**config.mk**
```make
export PLATFORM = sky130hd
export DESIGN_NAME = dvb_bat_section_parser_top
export DESIGN_NICKNAME = d
export VERILOG_FILES = /design/src/hdl/dbsp_pkg.sv /design/src/hdl/dbsp_front.sv /design/src/hdl/dbsp_queue.sv /design/src/hdl/dvb_bat_section_parser_top.sv
export SDC_FILE = /design/constraint.sdc
export NUM_CORES = 1
export LEC_CHECK = 0
export BUFFER_PORTS_ARGS = -buffer_cell sky130_fd_sc_hd__clkbuf_2
export CELL_PAD_IN_SITES_DETAIL_PLACEMENT = 1
export CELL_PAD_IN_SITES_GLOBAL_PLACEMENT = 1
export CORE_ASPECT_RATIO = 0.8
export CORE_UTILIZATION = 50
export CTS_CLUSTER_SIZE = 16
export DETAILED_ROUTE_END_ITERATION = 12
export GPL_TIMING_DRIVEN = 0
export HOLD_SLACK_MARGIN = 0.12
export MAX_ROUTING_LAYER = met4
export PLACE_DENSITY = 0.82
export SLEW_MARGIN = 10
export SYNTH_ARGS = -nofsm -noshare
export SYNTH_HDL_FRONTEND = slang
export SYNTH_HIERARCHICAL = 1
export SYNTH_SLANG_ARGS = --single-unit
```
**constraint.sdc**
```tcl
create_clock -name clk -period 8.9 [get_ports clk]
set_input_delay 0.445 -clock clk [delete_from_list [all_inputs] [get_ports clk]]
set_output_delay 0.445 -clock clk [all_outputs]
set_load 0.05 [all_outputs]
```
**src/hdl/dbsp_pkg.sv**
```systemverilog
// ----------------------------------------------------------------------------
// dbsp_pkg
// shared types and constants of the bouquet table section parser
// ----------------------------------------------------------------------------
package dbsp_pkg;

	localparam logic [7:0] TAG_NAME     = 8'h47;
	localparam logic [7:0] TAG_SERVICES = 8'h41;

	localparam logic [1:0] KIND_VERSION = 2'd0;
	localparam logic [1:0] KIND_NAME    = 2'd1;
	localparam logic [1:0] KIND_SERVICE = 2'd2;
	localparam logic [1:0] KIND_CHANNEL = 2'd3;

	localparam logic [1:0] CFG_TABLE_ID = 2'd0;
	localparam logic [1:0] CFG_PRIV_TAG = 2'd1;
	localparam logic [1:0] CFG_FIXED_BQ = 2'd2;

	typedef struct packed {
		logic [1:0]  record_kind;
		logic [15:0] bouquet_id;
		logic [4:0]  version;
		logic [7:0]  name_byte;
		logic [4:0]  name_length;
		logic [15:0] svc_id;
		logic [15:0] channel_number;
		logic [1:0]  audio_track;
		logic [7:0]  volume_offset;
		logic        last_of_name;
	} rec_t;

endpackage

```
**src/hdl/dbsp_front.sv**
```systemverilog
// ----------------------------------------------------------------------------
// dbsp_front
// section byte parser: tracks header, descriptor loops and entries per word
// ----------------------------------------------------------------------------
module dbsp_front #(
	parameter int NAME_MAX = 30
) (
	input  logic                 clk,
	input  logic                 arst_n,
	input  logic                 in_go,
	input  logic [7:0]           data_byte,
	input  logic                 section_start,
	input  logic [7:0]           table_id_q,
	input  logic [7:0]           priv_tag_q,
	input  logic [15:0]          fixed_bq_q,
	output logic                 rec_valid,
	output dbsp_pkg::rec_t       rec
);

	localparam int NW = $clog2(NAME_MAX + 1);

	typedef enum logic [10:0] {
		PH_IDLE   = 11'b00000000001,
		PH_SECLEN = 11'b00000000010,
		PH_BQID   = 11'b00000000100,
		PH_VER    = 11'b00000001000,
		PH_SECNUM = 11'b00000010000,
		PH_BLEN   = 11'b00000100000,
		PH_DTAG   = 11'b00001000000,
		PH_DLEN   = 11'b00010000000,
		PH_DBODY  = 11'b00100000000,
		PH_TSLEN  = 11'b01000000000,
		PH_TSHDR  = 11'b10000000000
	} phase_t;

	phase_t      phase_q, phase_d;
	logic [2:0]  cnt_q, cnt_d;
	logic [15:0] bq_q, bq_d;
	logic [7:0]  tag_q, tag_d;
	logic [7:0]  drem_q, drem_d;
	logic [11:0] blrem_q, blrem_d;
	logic [11:0] slrem_q, slrem_d;
	logic [11:0] sdrem_q, sdrem_d;
	logic [47:0] sh_q, sh_d;
	logic [NW-1:0] ncnt_q, ncnt_d, ntot_q, ntot_d;
	logic        ins_q, ins_d;

	logic [47:0] shn;
	logic [11:0] bl1, sl1, sd1, left1;
	logic        ended;
	logic [2:0]  cnt1;
	logic [7:0]  trk;
	logic [11:0] ts_sd;

	always_comb begin
		shn = {sh_q[39:0], data_byte};
		cnt1 = cnt_q + 3'd1;
		bl1 = (blrem_q != 12'd0) ? blrem_q - 12'd1 : 12'd0;
		sl1 = (slrem_q != 12'd0) ? slrem_q - 12'd1 : 12'd0;
		sd1 = (sdrem_q != 12'd0) ? sdrem_q - 12'd1 : 12'd0;
		ended = ins_q ? (sd1 == 12'd0) : (bl1 == 12'd0);
		left1 = ins_q ? sd1 : bl1;
		trk = shn[15:8];
		ts_sd = (shn[11:0] > sl1) ? sl1 : shn[11:0];
		phase_d = phase_q; cnt_d = cnt_q; bq_d = bq_q; tag_d = tag_q;
		drem_d = drem_q; blrem_d = blrem_q; slrem_d = slrem_q; sdrem_d = sdrem_q;
		sh_d = sh_q; ncnt_d = ncnt_q; ntot_d = ntot_q; ins_d = ins_q;
		rec_valid = 1'b0;
		rec = '0;
		rec.bouquet_id = bq_q;
		if (section_start) begin
			ins_d = 1'b0; cnt_d = '0; sh_d = '0;
			phase_d = (data_byte == table_id_q) ? PH_SECLEN : PH_IDLE;
		end else begin
			case (phase_q)
				PH_SECLEN, PH_SECNUM: begin
					cnt_d = cnt1;
					if (cnt1 >= 3'd2) begin
						cnt_d = '0;
						phase_d = (phase_q == PH_SECLEN) ? PH_BQID : PH_BLEN;
					end
				end
				PH_BQID: begin
					sh_d = shn; cnt_d = cnt1;
					if (cnt1 >= 3'd2) begin
						cnt_d = '0; bq_d = shn[15:0]; phase_d = PH_VER;
					end
				end
				PH_VER: begin
					rec_valid = 1'b1;
					rec.record_kind = dbsp_pkg::KIND_VERSION;
					rec.version = data_byte[5:1];
					phase_d = PH_SECNUM;
				end
				PH_BLEN: begin
					sh_d = shn; cnt_d = cnt1;
					if (cnt1 >= 3'd2) begin
						cnt_d = '0; blrem_d = shn[11:0]; ins_d = 1'b0;
						phase_d = (shn[11:0] == 12'd0) ? PH_TSLEN : PH_DTAG;
					end
				end
				PH_DTAG, PH_DLEN, PH_DBODY: begin
					if (ins_q) begin
						sdrem_d = sd1; slrem_d = sl1;
					end else begin
						blrem_d = bl1;
					end
					if (phase_q == PH_DTAG) begin
						tag_d = data_byte; phase_d = PH_DLEN;
					end else if (phase_q == PH_DLEN) begin
						drem_d = ({4'd0, data_byte} > left1) ? left1[7:0] : data_byte;
						cnt_d = '0; sh_d = '0; ncnt_d = '0;
						ntot_d = ({24'd0, drem_d} > NAME_MAX) ? NW'(NAME_MAX) : NW'(drem_d);
						if (tag_q == dbsp_pkg::TAG_NAME && drem_d == 8'd0) begin
							rec_valid = 1'b1;
							rec.record_kind = dbsp_pkg::KIND_NAME;
							rec.last_of_name = 1'b1;
						end
						phase_d = (drem_d == 8'd0) ? PH_DTAG : PH_DBODY;
					end else begin
						drem_d = (drem_q != 8'd0) ? drem_q - 8'd1 : 8'd0;
						if (tag_q == dbsp_pkg::TAG_NAME) begin
							if (ncnt_q < ntot_q) begin
								rec_valid = 1'b1;
								rec.record_kind = dbsp_pkg::KIND_NAME;
								rec.name_byte = data_byte;
								rec.name_length = 5'(ntot_q);
								rec.last_of_name = (ncnt_q + 1'b1 == ntot_q);
								ncnt_d = ncnt_q + 1'b1;
							end
						end else if (tag_q == dbsp_pkg::TAG_SERVICES) begin
							sh_d = shn; cnt_d = cnt1;
							if (cnt1 >= 3'd3) begin
								cnt_d = '0;
								rec_valid = 1'b1;
								rec.record_kind = dbsp_pkg::KIND_SERVICE;
								rec.svc_id = shn[23:8];
							end
						end else if (tag_q == priv_tag_q) begin
							sh_d = shn; cnt_d = cnt1;
							if (cnt1 >= 3'd6) begin
								cnt_d = '0; bq_d = fixed_bq_q;
								rec_valid = 1'b1;
								rec.record_kind = dbsp_pkg::KIND_CHANNEL;
								rec.bouquet_id = fixed_bq_q;
								rec.svc_id = shn[47:32];
								rec.channel_number = shn[31:16];
								rec.audio_track = (trk <= 8'd2) ? trk[1:0] : 2'd1;
								rec.volume_offset = shn[7:0];
							end
						end
						if (drem_d == 8'd0) phase_d = PH_DTAG;
					end
					if (ended) begin
						cnt_d = '0; sh_d = '0;
						if (!ins_q) begin
							phase_d = PH_TSLEN;
						end else begin
							ins_d = 1'b0;
							phase_d = (sl1 == 12'd0) ? PH_IDLE : PH_TSHDR;
						end
					end
				end
				PH_TSLEN: begin
					sh_d = shn; cnt_d = cnt1;
					if (cnt1 >= 3'd2) begin
						cnt_d = '0; slrem_d = shn[11:0];
						phase_d = (shn[11:0] == 12'd0) ? PH_IDLE : PH_TSHDR;
					end
				end
				PH_TSHDR: begin
					sh_d = shn; cnt_d = cnt1; slrem_d = sl1;
					if (cnt1 >= 3'd6) begin
						cnt_d = '0; sdrem_d = ts_sd; sh_d = '0;
						if (ts_sd != 12'd0) begin
							ins_d = 1'b1; phase_d = PH_DTAG;
						end else if (sl1 == 12'd0) begin
							phase_d = PH_IDLE;
						end
					end else if (sl1 == 12'd0) begin
						cnt_d = '0; phase_d = PH_IDLE;
					end
				end
				default: ;
			endcase
		end
	end

	always_ff @(posedge clk or negedge arst_n) begin
		if (!arst_n) begin
			phase_q <= PH_IDLE; cnt_q <= '0; bq_q <= '0; tag_q <= '0;
			drem_q <= '0; blrem_q <= '0; slrem_q <= '0; sdrem_q <= '0;
			sh_q <= '0; ncnt_q <= '0; ntot_q <= '0; ins_q <= 1'b0;
		end else if (in_go) begin
			phase_q <= phase_d; cnt_q <= cnt_d; bq_q <= bq_d; tag_q <= tag_d;
			drem_q <= drem_d; blrem_q <= blrem_d; slrem_q <= slrem_d;
			sdrem_q <= sdrem_d; sh_q <= sh_d; ncnt_q <= ncnt_d;
			ntot_q <= ntot_d; ins_q <= ins_d;
		end
	end

endmodule

```
**src/hdl/dbsp_queue.sv**
```systemverilog
// ----------------------------------------------------------------------------
// dbsp_queue
// two-entry record queue between parser and output port
// ----------------------------------------------------------------------------
module dbsp_queue (
	input  logic           clk,
	input  logic           arst_n,
	input  logic           wr_en,
	input  dbsp_pkg::rec_t wr_rec,
	output logic           full,
	output logic           rd_valid,
	output dbsp_pkg::rec_t rd_rec,
	input  logic           rd_en
);

	dbsp_pkg::rec_t mem_q [2];
	logic wp_q, rp_q;
	logic [1:0] cnt_q;

	assign full = (cnt_q == 2'd2);
	assign rd_valid = (cnt_q != 2'd0);
	assign rd_rec = mem_q[rp_q];

	always_ff @(posedge clk) begin
		if (wr_en) mem_q[wp_q] <= wr_rec;
	end

	always_ff @(posedge clk or negedge arst_n) begin
		if (!arst_n) begin
			wp_q <= 1'b0; rp_q <= 1'b0; cnt_q <= '0;
		end else begin
			if (wr_en) wp_q <= ~wp_q;
			if (rd_en) rp_q <= ~rp_q;
			cnt_q <= cnt_q + {1'b0, wr_en} - {1'b0, rd_en};
		end
	end

endmodule

```
**src/hdl/dvb_bat_section_parser_top.sv**
```systemverilog
// ----------------------------------------------------------------------------
// dvb_bat_section_parser_top
// bouquet association table section parser, one section byte per word
// ----------------------------------------------------------------------------
// input channel: data_byte and section_start, qualified by in_valid/in_stall.
// section_start marks the table id byte; sections with another table id are
// dropped. output channel: one record word per emitted version, name byte,
// service entry or channel number entry, qualified by out_valid/out_stall.
// throughput is one byte per cycle while in_stall is low; the parser state
// updates per byte and its record is registered into a two-entry queue,
// from which the output port reads it.
// when the receiver stalls the queue fills and in_stall rises once it is
// full; bytes are then held off until a record drains.
// reset clears the parser to idle, empties the queue and loads the register
// defaults: table id 0x4a, private tag 0x80, fixed bouquet id 800.
// configuration is written with cfg_we, cfg_index and cfg_data while idle.
// ----------------------------------------------------------------------------
module dvb_bat_section_parser_top #(
	parameter int NAME_MAX = 30
) (
	input  logic        clk,
	input  logic        arst_n,
	input  logic        cfg_we,
	input  logic [1:0]  cfg_index,
	input  logic [15:0] cfg_data,
	input  logic        in_valid,
	output logic        in_stall,
	input  logic [7:0]  data_byte,
	input  logic        section_start,
	output logic        out_valid,
	input  logic        out_stall,
	output logic [1:0]  record_kind,
	output logic [15:0] bouquet_id,
	output logic [4:0]  version,
	output logic [7:0]  name_byte,
	output logic [4:0]  name_length,
	output logic [15:0] svc_id,
	output logic [15:0] channel_number,
	output logic [1:0]  audio_track,
	output logic signed [7:0] volume_offset,
	output logic        last_of_name
);

	logic [7:0]  table_id_q, priv_tag_q;
	logic [15:0] fixed_bq_q;
	logic in_go, rec_valid, full, rd_en;
	dbsp_pkg::rec_t rec, orec;

	always_ff @(posedge clk or negedge arst_n) begin
		if (!arst_n) begin
			table_id_q <= 8'h4A; priv_tag_q <= 8'h80; fixed_bq_q <= 16'd800;
		end else if (cfg_we) begin
			case (cfg_index)
				dbsp_pkg::CFG_TABLE_ID: table_id_q <= cfg_data[7:0];
				dbsp_pkg::CFG_PRIV_TAG: priv_tag_q <= cfg_data[7:0];
				dbsp_pkg::CFG_FIXED_BQ: fixed_bq_q <= cfg_data;
				default: ;
			endcase
		end
	end

	assign in_stall = full;
	assign in_go = in_valid && !full;
	assign rd_en = out_valid && !out_stall;

	dbsp_front #(.NAME_MAX(NAME_MAX)) u_front (
		.clk(clk), .arst_n(arst_n), .in_go(in_go), .data_byte(data_byte),
		.section_start(section_start), .table_id_q(table_id_q),
		.priv_tag_q(priv_tag_q), .fixed_bq_q(fixed_bq_q),
		.rec_valid(rec_valid), .rec(rec)
	);

	dbsp_queue u_queue (
		.clk(clk), .arst_n(arst_n), .wr_en(in_go && rec_valid), .wr_rec(rec),
		.full(full), .rd_valid(out_valid), .rd_rec(orec), .rd_en(rd_en)
	);

	assign record_kind    = orec.record_kind;
	assign bouquet_id     = orec.bouquet_id;
	assign version        = orec.version;
	assign name_byte      = orec.name_byte;
	assign name_length    = orec.name_length;
	assign svc_id         = orec.svc_id;
	assign channel_number = orec.channel_number;
	assign audio_track    = orec.audio_track;
	assign volume_offset  = orec.volume_offset;
	assign last_of_name   = orec.last_of_name;

endmodule

```
## Yosys cells after proc, flatten, opt, wreduce, memory -nomap -nowiden

Memory sizes are Yosys's and may differ from the RTL's.
Cells that the tools add are included.

- Flip-flop bits (word level): 169
- RAM bits: 158
- Bits in latches: 0
- Memories: 1
- Bits in read-only memories: 0

- Divide/modulo/power cells: 0
- Order comparisons: 8
- Shift-type cells: 0
- Reduce and logical (&&, ||, !) cells: 48
- Add/sub/neg operators: 8
- Multiplexer cells: 121
- Multipliers: 0
- Bitwise operators: 4
- Equal/unequal tests: 41

Memory list:

| memory | words | bits a word | rd ports | clocked after Yosys merged registers in | write ports | line | source |
|---|---|---|---|---|---|---|---|
| u_queue.mem_q | 2 | 79 | 1 | 0 | 1 | dbsp_queue.sv:16 | `dbsp_pkg::rec_t mem_q [2];` |

Operator list:

| kind | number |
|---|---|
| $mux W40 | 8 |
| $mux W16 | 13 |
| $mux W11 | 15 |
| $mux W42 | 3 |
| $mux W12 | 10 |
| $pmux W40 S3 | 1 |
| $mux W56 | 2 |
| $mux W79 | 1 |
| $pmux W11 S7 | 1 |
| $mux W55 | 1 |
| $mux W18 | 3 |
| $logic_not A12 Y1 | 4 |
| $pmux W12 S2 | 2 |
| $reduce_bool A12 Y1 | 4 |
| $mux W3 | 12 |
| $pmux W12 S3 | 1 |
| $sub A12 B1 Y12 const B | 3 |
| $pmux W16 S2 | 1 |
| $reduce_and A5 Y1 | 6 |
| $mux W13 | 2 |
| $mux W26 | 1 |
| $mux W5 | 5 |
| $mux W8 | 3 |
| $mux W1 | 23 |
| other kinds (57) | 105 |

## Logic depth before layout (Yosys ltp)

Gate-level depths: netlist (run 1).

- Depth after elaboration: 15
- Mapped depth: 20
- Depth with buffers taken out: 19

## Modules after synthesis

The synthesis (run 1) kept the hierarchy.

Modules (own cells, without submodules):

| module | area each (µm²) | instances | sequential area each (µm²) | cells each |
|---|---|---|---|---|
| dbsp_front | 9849.4 | 1 | 3329.4 | 1165 |
| dbsp_queue | 6301.0 | 1 | 4844.6 | 261 |
| dvb_bat_section_parser_top | 1249.9 | 1 | 809.5 | 71 |

## Least setup slack after synthesis (run 1)

Ideal clock, no wire load.

- Path kind: reg-to-reg
- Start point: register u_front.blrem_q[0]
- End point: memory u_queue/mem_q[0][0] (netlist bit), enable pin
- Data arrival time: 7190 ps
- Clock period less this slack: 7716 ps
- Path buffers: 1
- Stages on the path, launching flop included: 19
- Data required time: 8374 ps
- Setup slack: 1184 ps
- Path through: dfrtp_1 inv_1 ha_1 or3b_1 buf_2 nor4_4 or2_2 o22a_1 ha_1 a21oi_1 o22ai_1 nor2_1 o21a_1 a221oi_4 mux2i_1 a21oi_1 o32ai_1 and2_1 nor2b_1

- Word-level cells in the longest chain between the ends: 15
- Elaborated cells between the ends (all ways): 16
- Classes of those cells: add/sub (1); order compare (1); mux (10); reduce/logical (4)

Ends and longest elaborated chain:

| item | line | source |
|---|---|---|
| start, declared | dbsp_front.sv:41 | `logic [11:0] blrem_q, blrem_d;` |
| start signal, assigned | dbsp_front.sv:196 | `drem_q <= drem_d; blrem_q <= blrem_d; slrem_q <= slrem_d;` |
| $sub A12 B1 Y12 / $reduce_bool A12 Y1 (equally long branches) | dbsp_front.sv:58 | `bl1 = (blrem_q != 12'd0) ? blrem_q - 12'd1 : 12'd0;` |
| $mux W12 * | dbsp_front.sv:58 |  |
| $mux W12 * | dbsp_front.sv:62 | `left1 = ins_q ? sd1 : bl1;` |
| $gt A8 B12 Y1 | dbsp_front.sv:111 | `drem_d = ({4'd0, data_byte} > left1) ? left1[7:0] : data_byte;` |
| $mux W8 * | dbsp_front.sv:111 |  |
| $logic_not A8 Y1 * | dbsp_front.sv:114 | `if (tag_q == dbsp_pkg::TAG_NAME && drem_d == 8'd0) begin` |
| $logic_and A1 B1 Y1 * | dbsp_front.sv:114 |  |
| $mux W1 * | dbsp_front.sv:114 |  |
| $mux W1 * | dbsp_front.sv:110 | `end else if (phase_q == PH_DLEN) begin` |
| $mux W1 * | dbsp_front.sv:108 | `if (phase_q == PH_DTAG) begin` |
| $pmux W1 S2 * | dbsp_front.sv:75 | `case (phase_q)` |
| $mux W1 * | dbsp_front.sv:71 | `if (section_start) begin` |
| via rec_valid | dvb_bat_section_parser_top.sv:46 | `logic in_go, rec_valid, full, rd_en;` |
| $logic_and A1 B1 Y1 * | dvb_bat_section_parser_top.sv:74 | `.clk(clk), .arst_n(arst_n), .wr_en(in_go && rec_valid), .wr_rec(rec),` |
| $mux W1 * | dbsp_queue.sv:25 | `if (wr_en) mem_q[wp_q] <= wr_rec;` |
| $mux W1 (not written as such) * | dbsp_queue.sv:25 |  |
| end, declared | dbsp_queue.sv:16 |  |

The timed path passes the listed nets; every way through them passes the cells marked *.

## Worst setup path in the final report (run 1)

- Start point: register u_front.sdrem_q[0]
- End point: memory u_queue/mem_q[0][69] (netlist bit), enable pin

- Word-level cells in the longest chain between the ends: 15
- Elaborated cells between the ends (all ways): 16
- Classes of those cells: add/sub (1); order compare (1); mux (10); reduce/logical (4)

Ends and longest elaborated chain:

| item | line | source |
|---|---|---|
| start, declared | dbsp_front.sv:43 | `logic [11:0] sdrem_q, sdrem_d;` |
| start signal, assigned | dbsp_front.sv:192 | `drem_q <= '0; blrem_q <= '0; slrem_q <= '0; sdrem_q <= '0;` |
| start signal, assigned | dbsp_front.sv:197 | `sdrem_q <= sdrem_d; sh_q <= sh_d; ncnt_q <= ncnt_d;` |
| $sub A12 B1 Y12 / $reduce_bool A12 Y1 (equally long branches) | dbsp_front.sv:60 | `sd1 = (sdrem_q != 12'd0) ? sdrem_q - 12'd1 : 12'd0;` |
| $mux W12 * | dbsp_front.sv:60 |  |
| $mux W12 * | dbsp_front.sv:62 |  |
| $gt A8 B12 Y1 | dbsp_front.sv:111 |  |
| $mux W8 * | dbsp_front.sv:111 |  |
| $logic_not A8 Y1 * | dbsp_front.sv:114 |  |
| $logic_and A1 B1 Y1 * | dbsp_front.sv:114 |  |
| $mux W1 * | dbsp_front.sv:114 |  |
| $mux W1 * | dbsp_front.sv:110 |  |
| $mux W1 * | dbsp_front.sv:108 |  |
| $pmux W1 S2 * | dbsp_front.sv:75 |  |
| $mux W1 * | dbsp_front.sv:71 |  |
| via rec_valid | dvb_bat_section_parser_top.sv:46 |  |
| $logic_and A1 B1 Y1 * | dvb_bat_section_parser_top.sv:74 |  |
| $mux W1 * | dbsp_queue.sv:25 |  |
| $mux W1 (not written as such) * | dbsp_queue.sv:25 |  |

Marks and branches as above.

==> flow_summary.yaml, run 1 <==
outcome:
  status: "finished, final reports clean"
clocking:
  path_clk_slew_ps: 60
  post-cts-setup-buffers: 0
  cts_tree: "yes"
  htreeDepth: 2
  cts_resized: 0
  clock_path_buffers: 3
  cts_buffers: 35
  cts_sinks: 327
  worst_skew_pair.late_latency_ps: 540
  clockRootBuffer: "clkbuf_16"
synthesis:
  synth_area_leaders: "edfxtp_1 (27%), dfrtp_1 (23%), mux2_4 (6.8%), mux2_2 (3.6%), o21ai_0 (3.2%)"
  seq_area_frac_synth_pct: 51.6
  synth_edf_count: 158
  synth_top_area_cell: "edfxtp_1"
  netlist_instances: 1497
  netlist.area_leader.share_pct: 27.3
  avgSynthCellArea_um2: 11.6
  ys_warn_count: 6
  ys_seq_elements: 327
  syn_nets: 1566
  synth_most_common_cell: "dfrtp_1"
  synthFlopType: "dfrtp_1"
  ys_types: 93
  synth_common_cells: "dfrtp_1 (161), edfxtp_1 (158), nand2_1 (111), o21ai_0 (111), nor2_1 (91)"
  synthesis.area_um2: 17400
  async_reset_ff_share_pct: 51.7
sta:
  tightest_slew_ps: 1240
  setup_viol: 0
  hold_viol: 0
  fmax_mhz: 153
  finClkSkew_ps: 23.0
  period_needed_ps: 6530
  worst_slew_margin_rel_pct: 17.7
  grt_setup_unrepaired: "no"
  fin_crit_sh_pct: 73.4
  setup_slack_ps: 2370
  slew_viol_final: 0
setup_path:
  start_kind: "flop"
  slowest_delay_ps: 640
  critPathMaxFanout: 27
  path_cells: "clkbuf_1 > inv_1 > ha_1 > nor4b_1 > a21oi_1 > a22o_1 > a21oi_1 > inv_1 > ha_1 > nand4_1 > o21a_1 > a221oi_4 > mux2i_1 > a21oi_1 > o32ai_1 > and2_1 > nor2b_4 > buf_16 > buf_12"
  critPathBufInv: 5
  path_class: "flop to flop"
  critPathArrivalTime_ps: 6740
  crit_required_ps: 9110
  cp-end-kind: "flop"
  cp_common_cell: "a21oi_1"
  path_delay_family: "compound AO/OA/AOI/OAI gates"
  crit_slowest_cell: "nor2b_4"
grt:
  grtUsageTotal_pct: 33.3
  overflow: 0
  grt_max_degree: 103
  grt_pass1_vias: 14000
  antenna_found_initial: 1
  grt_pass1_wl_mm: 86.6
route:
  wl_met2_mm: 26.0
  wl_per_cell_um: 26.5
  ant_nets: 0
  firstDrtPassIters: 5
  routed_wirelength_mm: 56.9
  avgViaCountPerCell: 6.33
  highest_layer: "met4"
  first_iter_violations: 1255
  wl_met1_mm: 24.4
  met3_length_mm: 4.79
  vias: 13600
  drc: 0
layout:
  final_util_pct: 58.6
  drive_gt1_share_pct: 22.6
  nets: 1720
  syn2layout_area_growth_pct: 14.3
placed_design:
  io_buffers: 111
  dpl.hpwl_mm: 39.7
  post-place-ws_ps: 2660
  place.gp.congestion: 0.944
pwr:
  p_leak_nw: 8.40
  ir_drop_uv: 296
  pwr_density_cell_nw_per_um2: 399
die:
  die_height_um: 169
  die-area_um2: 35600
  io_pins: 113
  fp-row-count: 60
  coreArea_um2: 33900
  die_x_um: 211
  start_util_pct: 51.3
run:
  max_cap_viol_count: 0
min_path:
  min_path_type: "primary input to flop"
registers in the layout, summed over array words and instances (netlist names):
name             cells
u_front/sdrem_q     12
u_front/cnt_q        3
u_front/slrem_q     12
u_front/sh_q        40
u_front/bq_q        16
u_front/phase_q     11
u_front/blrem_q     12
u_queue/cnt_q        2
u_queue/rp_q         1
u_front/drem_q       8
fixed_bq_q          16
table_id_q           8
u_front/ntot_q       5
u_front/ins_q        1
priv_tag_q           8
u_queue/wp_q         1
u_front/tag_q        8
u_front/ncnt_q       5
u_queue/mem_q      158
worst register-to-register path: stages, from the launching register on:
cell and delay, ps:
dfrtp_1 360, clkbuf_1 230, inv_1 140, ha_1 350, nor4b_1 590, a21oi_1 150, a22o_1 280, a21oi_1 520
inv_1 100, ha_1 320, nand4_1 110, o21a_1 230, a221oi_4 420, mux2i_1 400, a21oi_1 250, o32ai_1 350
and2_1 260, nor2b_4 640, buf_16 250, buf_12 230
worst paths after layout:
| kind | from | to | slack (ps) | cells past startpoint |
|---|---|---|---|---|
| worst max-delay path | u_front/sdrem_q[0]$_DFFE_PN0P_ | u_queue/mem_q[0][69]$_DFFE_PP_ | 2370 | 19 |
| worst min-delay path | cfg_data[9] | fixed_bq_q[9]$_DFFE_PN1P_ | 150 | 2 |
| worst max register to register | u_front/sdrem_q[0]$_DFFE_PN0P_ | u_queue/mem_q[0][69]$_DFFE_PP_ | 2370 | 19 |
| worst min register to register | u_front/bq_q[2]$_DFFE_PN0P_ | u_front/bq_q[2]$_DFFE_PN0P_ | 490 | 2 |
| max in group asynchronous | arst_n | table_id_q[6]$_DFFE_PN1P_ | 7460 | 3 |
| min in group asynchronous | arst_n | u_front/slrem_q[7]$_DFFE_PN0P_ | 480 | 2 |
layer usage:
metal	track usage [%]	vias to the layer above
li1	-	5898
met1	44.6	6987
met3	7.01	114
met5	-	-
met2	50.5	579
met4	11.0	0
layout make-up:
type | instances | area (µm²)
fillers | 3570 | 14000
flip-flops and latches | 327 | 8980
multi-input cells | 1036 | 7720
clock buffers | 49 | 1050
repair buffers | 117 | 704
well taps | 465 | 582
plain buffers | 93 | 553
inverters | 41 | 154
clock inverters | 15 | 143
diodes | 2 | 5.00
placed cells by master (no fill, tap or decap), types with 15 or more instances in the layout:
cell type / synthesis / routed
dfrtp_1: 161 / 161
edfxtp_1: 158 / 158
nand2_1: 111 / 111
o21ai_0: 111 / 111
clkbuf_2: 0 / 110
nor2_1: 91 / 91
mux2_4: 79 / 79
clkbuf_1: 59 / 64
a22o_1: 63 / 63
a21oi_1: 60 / 60
mux2_2: 55 / 55
nor3_1: 46 / 46
inv_1: 41 / 41
clkbuf_16: 0 / 38
ha_1: 37 / 37
xnor2_1: 30 / 30
mux2i_1: 27 / 27
and2_1: 27 / 26
nand3_1: 22 / 22
nor2b_1: 16 / 15
kinds of logic (layout without fill, tap and decap cells):
group | Yosys count | count (layout) | synth area share, %
AO/OA/AOI/OAI | 354 | 354 | 14.0
flip-flops | 327 | 327 | 51.6
AND/OR/NAND/NOR | 439 | 439 | 13.4
buffers and inverters | 134 | 315 | 4.06
multiplexers | 161 | 161 | 11.9
other | 0 | 2 | 0
XOR/XNOR | 45 | 45 | 2.35
adder cells (fa/ha/maj) | 37 | 37 | 2.66
power by group:
part	total [W]	leakage (nW)	internal, W	switching [W]
Clock	0.00153	0.589	0.000890	0.000640
Sequential	0.00203	3.85	0.00177	0.000262
Combinational	0.00438	3.97	0.00162	0.00276
metrics by stage:
stage	cell area, µm²	total power (W)	setup TNS, ps	hold slack [ps]	std cells
5_1_grt	19900	0.00838	0	148	2145
3_3_place_gp	18500	0.00612	-155360	458	2073
6_report	19900	0.00794	0	149	2145
4_1_cts	19900	0.00788	0	143	2143
2_1_floorplan	17400	0.00509	0	149	1497
3_5_place_dp	18700	0.00631	0	471	2078
timing repair:
| action | in CTS | in global routing |
|---|---|---|
| endpoints found under the hold margin | 66 | 0 |
| hold buffers | 1 | 0 |
| setup endpoints to repair | 0 | 0 |
Note: power is estimated with default switching activity, not from simulation.
==> run 2: changes to the inputs <==
Settings changed: CORE_UTILIZATION 50 to 45, PLACE_DENSITY 0.82 to 0.78.
Clock period 8.9 ns to 5.4 ns, I/O delays scaled along.
==> flow_summary.yaml, run 2 (same netlist as run 1, synthesis figures left out) <==
sta:
  worst_slew_margin_rel_pct: 21.8
  tns_ps: 0
  slew_viol_final: 0
  tightest_slew_ps: 1170
  hold_viol: 0
  hold_ws_ps: 226
  fin_crit_sh_pct: 97.6
  fmax_mhz: 190
  finClkSkew_ps: 19.5
  period_needed_ps: 5270
  setup_viol: 0
placed_design:
  io_buffers: 111
  dpl.hpwl_mm: 38.3
  place.gp.congestion: 0.954
clocking:
  htreeDepth: 2
  path_clk_slew_ps: 60
  cts_buffers: 36
  clock_path_buffers: 3
  worst_skew_pair.late_latency_ps: 530
  cts_sinks: 327
  clockRootBuffer: "clkbuf_16"
  cts_tree: "yes"
route:
  wl_per_cell_um: 25.1
  drc: 2
  routed_wirelength_mm: 55.1
  firstDrtPassIters: 10
  vias: 13400
  first_iter_violations: 1341
  ant_nets: 0
  avgViaCountPerCell: 6.11
setup_path:
  crit_required_ps: 5590
  path_class: "flop to flop"
  start_kind: "flop"
  critPathMaxFanout: 52
  cp-end-kind: "flop"
  critPathArrivalTime_ps: 5460
pwr:
  p_leak_nw: 8.42
  pwr_density_cell_nw_per_um2: 642
  p_total_w: 0.0128
  ir_drop_uv: 445
layout:
  final_util_pct: 52.4
  syn2layout_area_growth_pct: 14.9
  top_regs: "u_queue/mem_q x158, u_front/sh_q x40"
  drive_gt1_share_pct: 22.5
  final_common_cell: "dfrtp_1"
  final_cell_mix: "dfrtp_1 (160), edfxtp_1 (158), nand2_1 (111), o21ai_0 (111), clkbuf_2 (110)"
  nets: 1742
  top_register: "u_queue/mem_q"
  largest_reg_flops: 158
die:
  die_height_um: 178
  fp-row-count: 64
  io_pins: 113
  coreArea_um2: 38200
  die_x_um: 222
  die-area_um2: 39500
  start_util_pct: 45.6
grt:
  grt_pass1_wl_mm: 84.0
  grt_max_degree: 99
  antenna_found_initial: 2
  overflow: 0
  grt_pass1_vias: 13600
  grtUsageTotal_pct: 28.7
run:
  max_cap_viol_count: 0
outcome:
  violations: "design-rule violations"
  status: "finished, violations left"
min_path:
  min_path_type: "primary input to flop"
## run 2: changes by cell type in the layout (fill, tap and decap cells not counted), moves of 2 or more
cell           before  now
buf_4               1    6
buf_16              4    2
clkinv_1            3    9
dlygate4sd3_1       1   18
clkbuf_8            7    2
clkbuf_16          38   36
## run 2: worst paths after layout
| kind | from | end | slack, ps | cells after the start |
|---|---|---|---|---|
| worst max register to register | u_front/blrem_q[0]$_DFFE_PN0P_ | u_queue/mem_q[0][65]$_DFFE_PP_ | 130 | 20 |
| worst min-delay path | cfg_index[0] | table_id_q[7]$_DFFE_PN0P_ | 230 | 3 |
| max in group asynchronous | arst_n | u_front/sh_q[28]$_DFFE_PN0P_ | 4120 | 3 |
| min in group asynchronous | arst_n | u_front/slrem_q[7]$_DFFE_PN0P_ | 330 | 2 |
| worst min register to register | u_front/bq_q[2]$_DFFE_PN0P_ | u_front/bq_q[2]$_DFFE_PN0P_ | 480 | 2 |
| worst max-delay path | u_front/blrem_q[0]$_DFFE_PN0P_ | u_queue/mem_q[0][65]$_DFFE_PP_ | 130 | 20 |
## run 2: layout make-up
| type | count | area, µm² |
|---|---|---|
| clock buffer | 44 | 941 |
| timing repair buffer | 137 | 857 |
| multi-input combinational | 1038 | 7760 |
| clock inverter | 20 | 131 |
| antenna | 1 | 2.50 |
| sequential | 327 | 8980 |
| inverter | 41 | 154 |
| tap | 495 | 619 |
| fill | 4054 | 18200 |
| buffer | 92 | 549 |
## run 2: power breakdown
group	internal (W)	switching [W]
registers	0.00292	0.000423
clock network	0.00129	0.00102
logic	0.00271	0.00449
total	0.00692	0.00593
## run 2: worst max-delay path: stages (launching register included)
cell	delay [ps]
dfrtp_2	470
inv_2	110
ha_2	230
or3b_1	350
buf_2	180
nor4_4	410
or2_2	230
o22ai_1	140
inv_1	150
ha_1	260
a21o_1	180
a21o_1	170
a21oi_1	190
o21a_1	200
a221oi_4	50
mux2i_2	290
a21oi_1	190
o32ai_1	320
and2_4	250
nor2b_4	190
buf_12	300
## run 2: metal layers
metal,global-route usage (%),vias to the layer above,share of wire (%)
met4,6.57,0,2.0
met1,39.5,6912,46
met3,5.41,88,6.8
li1,-,5947,-
met2,44.1,464,46
met5,-,-,0
## run 2: metrics by stage
stage	instance area, µm²	std cells	setup slack [ps]
5_1_grt	20000	2195	-6.26
2_1_floorplan	17400	1497	57.8
3_3_place_gp	18600	2103	-1640
6_report	20000	2195	130
4_1_cts	20000	2194	12.7
3_5_place_dp	18700	2107	-1010
## run 2: what timing repair did
action	in CTS	in global routing
gates resized for setup	4	5
hold buffers	18	0
pin swaps	1	1
setup endpoints to repair	158	158
hold endpoints to repair	103	0
setup buffers	4	1
gates cloned	2	0
